==> src/rtl/cre_pkg.sv <==
// cre_pkg: types, constants and helpers shared by the character range expander
// no dependencies

package cre_pkg;

	localparam int QDEPTH = 2;
	localparam int QPTR_W = $clog2(QDEPTH);
	localparam int QCNT_W = $clog2(QDEPTH + 1);
	localparam int RUN_IDX_W = 5;

	localparam logic [7:0] CH_DASH = 8'h2d;
	localparam logic [7:0] CH_LA   = 8'h61;
	localparam logic [7:0] CH_LZ   = 8'h7a;
	localparam logic [7:0] CH_UA   = 8'h41;
	localparam logic [7:0] CH_UZ   = 8'h5a;
	localparam logic [7:0] CH_D0   = 8'h30;
	localparam logic [7:0] CH_D9   = 8'h39;

	localparam logic [1:0] CLS_NONE  = 2'd0;
	localparam logic [1:0] CLS_LOWER = 2'd1;
	localparam logic [1:0] CLS_UPPER = 2'd2;
	localparam logic [1:0] CLS_DIGIT = 2'd3;

	localparam logic [1:0] PEND_NONE  = 2'd0;
	localparam logic [1:0] PEND_START = 2'd1;
	localparam logic [1:0] PEND_DASH  = 2'd2;

	typedef struct packed {
		logic [7:0] in_char;
		logic       in_last;
	} in_item_t;

	typedef struct packed {
		logic [7:0] out_char;
		logic       out_last;
	} out_item_t;

	// one decoded step: a literal list of up to three bytes or a run lit[0]..lit[1]
	typedef struct packed {
		logic            is_run;
		logic [2:0][7:0] lit;
		logic [1:0]      cnt;
		logic            last;
	} job_t;

	function automatic logic [1:0] char_class(input logic [7:0] c);
		logic [1:0] cls;
		cls = CLS_NONE;
		if (c >= CH_LA && c <= CH_LZ)
			cls = CLS_LOWER;
		else if (c >= CH_UA && c <= CH_UZ)
			cls = CLS_UPPER;
		else if (c >= CH_D0 && c <= CH_D9)
			cls = CLS_DIGIT;
		return cls;
	endfunction

endpackage

==> src/rtl/cre_front.sv <==
// cre_front: accepts input items, tracks held start and dash, decodes each step into a job
// depends on cre_pkg

module cre_front (
	input  logic              clk,
	input  logic              arst_n,
	input  logic              src_valid,
	output logic              src_stall,
	input  cre_pkg::in_item_t src_item,
	output logic              push,
	output cre_pkg::job_t     push_job,
	input  logic              q_full
);
	import cre_pkg::*;

	logic [1:0] pend_q;
	logic [7:0] start_q;
	logic [1:0] pend_d;
	logic [7:0] start_d;
	logic [7:0] c;
	logic       fresh_hold;
	logic       is_range;
	logic [1:0] cls_start;
	job_t       job;
	logic       accept;

	assign c          = src_item.in_char;
	assign cls_start  = char_class(start_q);
	assign fresh_hold = (char_class(c) != CLS_NONE);
	assign is_range   = (cls_start != CLS_NONE) && (char_class(c) == cls_start) &&
		({1'b0, c} > ({1'b0, start_q} + 9'd1));

	always_comb begin
		job     = '0;
		pend_d  = pend_q;
		start_d = start_q;
		case (pend_q)
			PEND_NONE: begin
				if (fresh_hold) begin
					start_d = c;
					pend_d  = PEND_START;
				end else begin
					job.lit[0] = c;
					job.cnt    = 2'd1;
				end
			end
			PEND_START: begin
				if (c == CH_DASH) begin
					pend_d = PEND_DASH;
				end else begin
					job.lit[0] = start_q;
					if (fresh_hold) begin
						start_d = c;
						job.cnt = 2'd1;
					end else begin
						job.lit[1] = c;
						job.cnt    = 2'd2;
						pend_d     = PEND_NONE;
					end
				end
			end
			PEND_DASH: begin
				if (is_range) begin
					job.is_run = 1'b1;
					job.lit[0] = start_q;
					job.lit[1] = c;
					pend_d     = PEND_NONE;
					start_d    = '0;
				end else begin
					job.lit[0] = start_q;
					job.lit[1] = CH_DASH;
					if (fresh_hold) begin
						start_d = c;
						pend_d  = PEND_START;
						job.cnt = 2'd2;
					end else begin
						job.lit[2] = c;
						job.cnt    = 2'd3;
						pend_d     = PEND_NONE;
					end
				end
			end
			default: begin
				pend_d = PEND_NONE;
			end
		endcase

		if (src_item.in_last) begin
			if (pend_d == PEND_START || pend_d == PEND_DASH) begin
				job.lit[job.cnt] = start_d;
				job.cnt          = job.cnt + 2'd1;
			end
			if (pend_d == PEND_DASH) begin
				job.lit[job.cnt] = CH_DASH;
				job.cnt          = job.cnt + 2'd1;
			end
			job.last = 1'b1;
			pend_d   = PEND_NONE;
			start_d  = '0;
		end
	end

	assign src_stall = q_full;
	assign accept    = src_valid && !q_full;
	assign push      = accept && (job.is_run || job.cnt != 2'd0);
	assign push_job  = job;

	always_ff @(posedge clk or negedge arst_n) begin
		if (!arst_n) begin
			pend_q  <= PEND_NONE;
			start_q <= '0;
		end else if (accept) begin
			pend_q  <= pend_d;
			start_q <= start_d;
		end
	end

endmodule

==> src/rtl/cre_queue.sv <==
// cre_queue: short job queue between front and back
// depends on cre_pkg

module cre_queue (
	input  logic          clk,
	input  logic          arst_n,
	input  logic          push,
	input  cre_pkg::job_t push_job,
	output logic          full,
	input  logic          pop,
	output logic          valid,
	output cre_pkg::job_t pop_job
);
	import cre_pkg::*;

	job_t              mem_q [QDEPTH];
	logic [QPTR_W-1:0] wr_q;
	logic [QPTR_W-1:0] rd_q;
	logic [QCNT_W-1:0] cnt_q;
	logic              do_push;
	logic              do_pop;

	assign full    = (cnt_q == QCNT_W'(QDEPTH));
	assign valid   = (cnt_q != '0);
	assign pop_job = mem_q[rd_q];
	assign do_push = push && !full;
	assign do_pop  = pop && valid;

	always_ff @(posedge clk) begin
		if (do_push)
			mem_q[wr_q] <= push_job;
	end

	always_ff @(posedge clk or negedge arst_n) begin
		if (!arst_n) begin
			wr_q  <= '0;
			rd_q  <= '0;
			cnt_q <= '0;
		end else begin
			if (do_push)
				wr_q <= (wr_q == QPTR_W'(QDEPTH - 1)) ? '0 : wr_q + 1'b1;
			if (do_pop)
				rd_q <= (rd_q == QPTR_W'(QDEPTH - 1)) ? '0 : rd_q + 1'b1;
			if (do_push && !do_pop)
				cnt_q <= cnt_q + 1'b1;
			else if (do_pop && !do_push)
				cnt_q <= cnt_q - 1'b1;
		end
	end

endmodule

==> src/rtl/cre_back.sv <==
// cre_back: executes queued jobs, one output byte per cycle while the output is not stalled, into the output register
// depends on cre_pkg

module cre_back (
	input  logic               clk,
	input  logic               arst_n,
	input  logic               q_valid,
	input  cre_pkg::job_t      q_job,
	output logic               pop,
	output logic               dst_valid,
	input  logic               dst_stall,
	output cre_pkg::out_item_t dst_item
);
	import cre_pkg::*;

	job_t                 cur_q;
	logic                 busy_q;
	logic [RUN_IDX_W-1:0] idx_q;
	logic                 out_valid_q;
	out_item_t            out_q;
	logic                 emit;
	logic [7:0]           byte_v;
	logic                 last_byte;
	logic                 done;

	always_comb begin
		if (cur_q.is_run) begin
			byte_v    = cur_q.lit[0] + {{(8 - RUN_IDX_W){1'b0}}, idx_q};
			last_byte = (byte_v == cur_q.lit[1]);
		end else begin
			byte_v    = cur_q.lit[idx_q[1:0]];
			last_byte = (idx_q[1:0] == cur_q.cnt - 2'd1);
		end
	end

	assign emit = busy_q && (!out_valid_q || !dst_stall);
	assign done = emit && last_byte;
	assign pop  = q_valid && (!busy_q || done);

	always_ff @(posedge clk) begin
		if (pop)
			cur_q <= q_job;
		if (emit) begin
			out_q.out_char <= byte_v;
			out_q.out_last <= last_byte && cur_q.last;
		end
	end

	always_ff @(posedge clk or negedge arst_n) begin
		if (!arst_n) begin
			busy_q      <= 1'b0;
			idx_q       <= '0;
			out_valid_q <= 1'b0;
		end else begin
			if (pop) begin
				busy_q <= 1'b1;
				idx_q  <= '0;
			end else if (done) begin
				busy_q <= 1'b0;
			end else if (emit) begin
				idx_q <= idx_q + 1'b1;
			end
			if (emit)
				out_valid_q <= 1'b1;
			else if (!dst_stall)
				out_valid_q <= 1'b0;
		end
	end

	assign dst_valid = out_valid_q;
	assign dst_item  = out_q;

endmodule

==> src/rtl/char_range_expander.sv <==
// char_range_expander: top level of the shorthand character range expander
// depends on cre_pkg, cre_front, cre_queue, cre_back

// Expands shorthand ranges x-y in a byte stream into the full run x..y when both ends are
// lowercase letters, uppercase letters or digits of one kind and y exceeds x by more than one;
// all other bytes pass through literally, and held bytes are flushed on the item marked last.
// The front end takes one input item per cycle and hands a decoded job to a two-entry queue;
// an item that only gets held produces no job. The back end emits one output byte per cycle
// while the output is not stalled, so a job yields its bytes one at a time: one to three
// for literal text, y-x+1 (three to 26) for a range. The input stalls only while the queue
// is full behind a long run or a stalled output.

module char_range_expander (
	input  logic               clk,
	input  logic               arst_n,
	input  logic               src_valid,
	output logic               src_stall,
	input  cre_pkg::in_item_t  src_item,
	output logic               dst_valid,
	input  logic               dst_stall,
	output cre_pkg::out_item_t dst_item
);
	import cre_pkg::*;

	logic push;
	job_t push_job;
	logic q_full;
	logic pop;
	logic q_valid;
	job_t q_job;

	cre_front u_front (
		.clk       (clk),
		.arst_n    (arst_n),
		.src_valid (src_valid),
		.src_stall (src_stall),
		.src_item  (src_item),
		.push      (push),
		.push_job  (push_job),
		.q_full    (q_full)
	);

	cre_queue u_queue (
		.clk      (clk),
		.arst_n   (arst_n),
		.push     (push),
		.push_job (push_job),
		.full     (q_full),
		.pop      (pop),
		.valid    (q_valid),
		.pop_job  (q_job)
	);

	cre_back u_back (
		.clk       (clk),
		.arst_n    (arst_n),
		.q_valid   (q_valid),
		.q_job     (q_job),
		.pop       (pop),
		.dst_valid (dst_valid),
		.dst_stall (dst_stall),
		.dst_item  (dst_item)
	);

endmodule
==> config.mk <==
export PLATFORM = sky130hd
export DESIGN_NAME = char_range_expander
export DESIGN_NICKNAME = d
export VERILOG_FILES = /design/src/rtl/cre_pkg.sv /design/src/rtl/cre_front.sv /design/src/rtl/cre_queue.sv /design/src/rtl/cre_back.sv /design/src/rtl/char_range_expander.sv
export SDC_FILE = /design/constraint.sdc
export NUM_CORES = 1
export LEC_CHECK = 0
export BUFFER_PORTS_ARGS = -buffer_cell sky130_fd_sc_hd__buf_4
export CAP_MARGIN = 20
export CORE_ASPECT_RATIO = 2
export CORE_UTILIZATION = 48
export CTS_CLUSTER_SIZE = 16
export DETAILED_ROUTE_END_ITERATION = 7
export GPL_TIMING_DRIVEN = 0
export PLACE_DENSITY = 0.75
export SYNTH_ARGS = -nofsm -noshare
export SYNTH_HDL_FRONTEND = slang
export SYNTH_SLANG_ARGS = --single-unit
==> constraint.sdc <==
create_clock -name clk -period 6.2 [get_ports clk]
set_input_delay 0.62 -clock clk [delete_from_list [all_inputs] [get_ports clk]]
set_output_delay 0.62 -clock clk [all_outputs]
set_load 0.02 [all_outputs]
# Yosys cells after proc, flatten, opt, wreduce, memory -nomap -nowiden
# Memory sizes are Yosys's and may differ from the RTL's. A register that Yosys moved wholly into a read port is not among the register bits.
# Cells that the tools add are included.
# op_classes
addsub	10
order_cmp	18
n_eq_ne	11
mux	56
bitwise_logic	3
reduce_logical	39
# op_table
operator	n
8-bit two-way mux	10
26-bit two-way mux	3
8-bit demux with 2-bit select	2
8-bit by 7-bit >= comparator with 1-bit output, second input constant	4
8-bit by 7-bit <= comparator with 1-bit output, second input constant	4
2-bit two-way mux	15
10-bit one-hot mux with 3 select lines	1
27-bit two-way mux	1
24-bit bitwise mux	1
8-bit one-hot mux with 3 select lines	1
1-bit logical AND	20
18-bit two-way mux	1
8-bit binary-select mux with 2-bit select	1
8-bit by 6-bit >= comparator with 1-bit output, second input constant	2
8-bit by 6-bit <= comparator with 1-bit output, second input constant	2
16-bit two-way mux	1
8-bit one-hot mux with 2 select lines	1
5-bit two-way mux	3
2-bit nonzero test	7
12-bit AND	1
1-bit two-way mux	12
12-bit NOT	1
12-bit OR	1
10-bit two-way mux	1
22 further kinds	41
# word_totals
register_bits	30
ramBits	56
input_bits	13
out_inout_bits	11
wordCells	148
n_memories	1
# memory_table
memory	depth	width	rd	rd_clocked_by_memory_dff	write_ports	line_no	rtl
u_queue.mem_q	2	28	1	1	1	cre_queue.sv:16	job_t mem_q [QDEPTH];

# Depth between registers and ports, before layout
# depth
ltp_word	33
ltp_mapped	27

# Hierarchy
# A second synthesis with hierarchy kept.
# hier_totals
hier_cells	565
area_unflattened_um2	6591.3
# modules_own_cells
module	instances	cells_each	area_each_um2
cre_back	1	175	2272.2
cre_queue	1	106	2265.9
cre_front	1	284	2053.2

# Worst setup path before layout
# OpenSTA, ideal clock, no wires.
# synth_timing
path_kind	input to register
startpoint	input src_item[1] in the netlist's numbering
endpoint	memory u_queue.mem_q[0][0] in the netlist's numbering (enable)
setup_ns	0.448
arrival_time_ns	5.777
required_ns	5.752
slack_ns	-0.025
path_stages	19
cell_sequence	buf_2 or4_4 o221ai_1 o31ai_1 mux2_2 o21ai_4 nor2_1 o21ai_0 nand2_1 ha_1 clkbuf_1 nor2b_1 a21o_1 inv_1 ha_1 nand3b_1 o221ai_1 a21oi_1 nor3_1
# synth_via
elab_chain_len	23
# synth_rtl
item	line_no	rtl
from (decl)	char_range_expander.sv:18	input cre_pkg::in_item_t src_item,
parallel branches: the longest is 18 deep, another holds 8-bit by 6-bit >= comparator with 1-bit output	n/a	
1-bit logical OR (*)	cre_front.sv:105	assign push = accept && (job.is_run || job.cnt != 2'd0);
1-bit logical AND (*)	cre_front.sv:105	
1-bit logical AND (*)	cre_queue.sv:26	assign do_push = push && !full;
1-bit two-way mux (*)	cre_queue.sv:30	if (do_push)
1-bit two-way mux (implied by the code) (*)	cre_queue.sv:31	mem_q[wr_q] <= push_job;
to (decl)	cre_queue.sv:16	
# Mark *: on every way between the ends. The select of a mux whose other input is x is not followed.

# Worst setup path in the final report
# layout_timing
startpoint	register u_front.start_q[0]
endpoint	memory u_queue.mem_q[0][15] in the netlist's numbering (enable)
# layout_via
elab_chain_len	23
# layout_rtl
item	line_no	rtl
from (decl)	cre_front.sv:17	logic [7:0] start_q;
from (signal assigned)	cre_front.sv:114	start_q <= start_d;
parallel branches: the longest is 7 deep, another holds 8-bit by 1-bit adder with 9-bit output	n/a	
1-bit logical AND (*)	cre_front.sv:30	assign is_range = (cls_start != CLS_NONE) && (char_class(c) == cls_start) &&
parallel branches: the longest is 10 deep, another holds 2-bit by 1-bit adder with 2-bit output	n/a	
1-bit logical OR (*)	cre_front.sv:105	
1-bit logical AND (*)	cre_front.sv:105	
1-bit logical AND (*)	cre_queue.sv:26	
1-bit two-way mux (*)	cre_queue.sv:30	
1-bit two-way mux (implied by the code) (*)	cre_queue.sv:31	
# Marked as above.

==> impl_metrics.csv <==
group,metric,value,unit
place,numPortBuffers,22,
worst_setup_path,cp_max_fo,13,
floorplan,die_h,167,um
floorplan,die-area,14100,um^2
floorplan,pin_count,24,
sta,hold_violations,0,
clock_network,cts.sinks,114,
global_route,grt_use_total,0.256,
global_route,grt_first_pass_wirelength,26900,um
place,gp_congestion,1.03,
outcome,status,"finished, violations left",
hold_path,hp-class,"in -> async",
global_route,grt_max_degree,22,
clock_network,cts_tree,"yes",
final_layout,synthToLayoutAreaGrowth,16.5,%
drt,routedWlPerCell,21.8,um
floorplan,start_util,0.496,
worst_setup_path,rr_startpoint,"u_front.start_q[0]",
final_layout,layoutNonFillerInstCount,781,
logic_synthesis,avgSynthCellArea,11.4,um^2
clock_network,cts_resized,0,
worst_setup_path,worstReg2RegEnd,"u_queue.mem_q[0][15]",
floorplan,fp-row-count,59,
sta,period_minus_slack,5.69,ns
drt,drc_errors,7,
final_layout,drive_gt1_frac,0.181,
final_layout,fin_nets,660,
worst_setup_path,cp.required,6.31,ns
clock_network,numCtsBuffers,17,
drt,drt_pass1_iterations,7,
logic_synthesis,synth-edff-count,93,
sta,slew_headroom,0.454,
pwr,leakagePower,2.90,nW
place,dp_cells,750,
worst_setup_path,start_kind,"flip-flop",
logic_synthesis,ys_seq_area_frac,0.509,
logic_synthesis,ys_types,71,
flow_run,drv_cap,0,
worst_setup_path,path_class,"reg -> reg",
sta,fin_tns_setup,0,ns
clock_network,post_cts_buffers,0,
worst_setup_path,critPathArrivalTime,5.79,ns
sta,setup_ws,0.513,ns
clock_network,clkLatencyLatePin,0.41,ns
sta,worstMarginPinSlew,0.799,ns
clock_network,root_buffer,"clkbuf_16",
drt,drt_iter0_markers,261,
worst_setup_path,worstRegToRegCells,25,
sta,report.final.slew_viol_count,0,
logic_synthesis,synth_nets,614,
sta,fin_crit_sh,0.917,
worst_setup_path,crit_start,"u_front.start_q[0]",
clock_network,cts_hold_buf,0,
final_layout,n_antenna_cell,0,
global_route,grt_pass1_vias,5112,
sta,hold-worst-slack,0.118,ns
sta,finClkSkew,0.00926,ns
outcome,violations,"DRC",
final_layout,final_area,7590,um^2
pwr,power.density,476,nW/um^2
logic_synthesis,yosys_warnings,0,
sta,finalSetupViolations,0,
floorplan,dieWidth,84.4,um
global_route,antenna_found_initial,0,
floorplan,core,13100,um^2
place,hpwl,12700,um
sta,fmaxAchievable,176,MHz
worst_setup_path,ff2ff_setup_slack,0.51,ns
pwr,vdd_ir_drop_max,0.217,mV
clock_network,h-tree-depth,4,
place,placed_area,6950,um^2
logic_synthesis,async_reset_ff_frac,0.184,
clock_network,cts_buffer_depth,2,
logic_synthesis,syn_area,6520,um^2
place,place_ws,0.566,ns
sta,rsz0062_at_grt,"false",
drt,wirelength,17100,um
clock_network,clkTransAtPathRegs,0.05,ns
drt,viasPerCell,6.24,
drt,vias,4874,
worst_setup_path,cp-end-kind,"flip-flop",
logic_synthesis,netlist_instances,571,
logic_synthesis,ys.flop_type,"edfxtp_1",
logic_synthesis,ys_ff_latch,114,
worst_setup_path,critical_path.endpoint,"u_queue.mem_q[0][15]",
global_route,grt-ovfl-total,0,
drt,antenna_left,0,
## Yosys cell counts, drive strengths merged (3+ instances only)
library cell	instances	share of area
edfxtp	93	0.43
nand2	36	0.021
a21oi	35	0.027
mux2	31	0.054
nor2	31	0.018
ha	29	0.056
o21ai	29	0.024
inv	26	0.015
clkbuf	21	0.012
dfrtp	21	0.081
xnor2	20	0.027
buf	14	0.012
nand3	13	0.011
nor3	13	0.010
a22o	11	0.015
and3	11	0.011
a21o	10	0.012
a211oi	9	0.010
mux2i	8	0.012
a22oi	7	0.0081
o211ai	7	0.0081
xor2	7	0.0094
nand2b	6	0.0058
and2	5	0.0048
nor2b	5	0.0048
o221ai	5	0.0086
o22ai	5	0.0048
o2bb2ai	5	0.0067
a211o	4	0.0054
a32oi	4	0.0054
a31oi	3	0.0029
nor3b	3	0.0042
o31ai	3	0.0050
## critical path, cell delays in order, from the launching register on
cell and delay [ns]:
dfrtp_1 0.52, ha_1 0.24, nand3_1 0.14, nor2_1 0.15
xnor2_1 0.14, ha_1 0.27, a22oi_1 0.18, o211ai_1 0.12
a31oi_1 0.38, o41ai_4 0.16, o21ai_4 0.17, nor2_1 0.06
o21ai_0 0.18, nand2_1 0.08, ha_1 0.28, clkbuf_1 0.32
nor2b_1 0.11, a21o_1 0.18, inv_1 0.08, ha_1 0.22
nand3b_1 0.16, o221ai_1 0.14, a21oi_1 0.19, nor3_2 0.39
buf_4 0.30, buf_6 0.20
## state kept, by name, indices dropped and copies added, names as in the netlist
name,count
u_front.pend_q,2
u_back.idx_q,5
u_queue.mem_q,56
u_queue.cnt_q,2
u_back.dst_item,9
u_back.dst_valid,1
u_front.start_q,8
u_queue.rd_q,1
u_back.cur_q,28
u_back.busy_q,1
u_queue.wr_q,1
## routing by layer
metal,vias to the layer above,track usage,wire length [um]
li1,2266,-,-
met1,2351,0.227,5500
met2,181,0.495,9740
met3,76,0.0382,480
met4,0,0.204,1340
met5,-,0,0
## final cells by class
class	count	area [um^2]
Sequential cell	114	3320
Fill cell	1073	5550
Tap cell	152	190
Timing Repair Buffer	27	218
Clock inverter	13	215
Clock buffer	18	429
Inverter	26	97.6
Multi-Input combinational cell	396	2970
Buffer	35	158
## stage by stage
step / total power, W / util
after floorplan: 0.00214 / -
after global placement: 0.00245 / 0.523
after detailed placement: 0.00253 / 0.529
after CTS: 0.00362 / 0.578
after global routing: 0.00381 / 0.578
final: 0.00362 / 0.578
## how the worst min path moves through the flow
stage                                start  slack (ns)  depth (start not counted)                 end
after CTS                           arst_n        0.11                          1  u_front.start_q[2]
after global routing                arst_n        0.12                          1  u_front.start_q[2]
after global placement    u_queue.cnt_q[1]        0.48                          2       u_back.busy_q
after detailed placement   u_back.cur_q[0]        0.52                          1  u_back.dst_item[0]
final                               arst_n        0.12                          1  u_front.start_q[2]
after floorplan                     arst_n        0.32                          0       u_back.busy_q
## power by group
part,internal [W],switching [W]
registers,0.00110,0.000105
logic,0.000541,0.000795
clock network,0.000744,0.000326
total,0.00239,0.00123
## kinds of logic after synthesis
kind of cell    Yosys count  synth area share
flops                   114             0.509
buf+inv                  61            0.0392
xor+xnor                 28            0.0399
compound gates          161             0.180
mux                      39            0.0659
fa+ha+maj                30            0.0588
simple gates            138             0.107
## cells in the final DEF, fill, tap and decap left out, types with 21 or more instances in the layout
cell type,instances
edfxtp_1,93
mux2_2,31
dfrtp_1,21
nand2_1,36
clkbuf_1,21
a21oi_1,35
buf_4,24
ha_1,29
inv_1,26
nor2_1,31
o21ai_0,26
No activity file was read; power rests on OpenSTA's default activity.
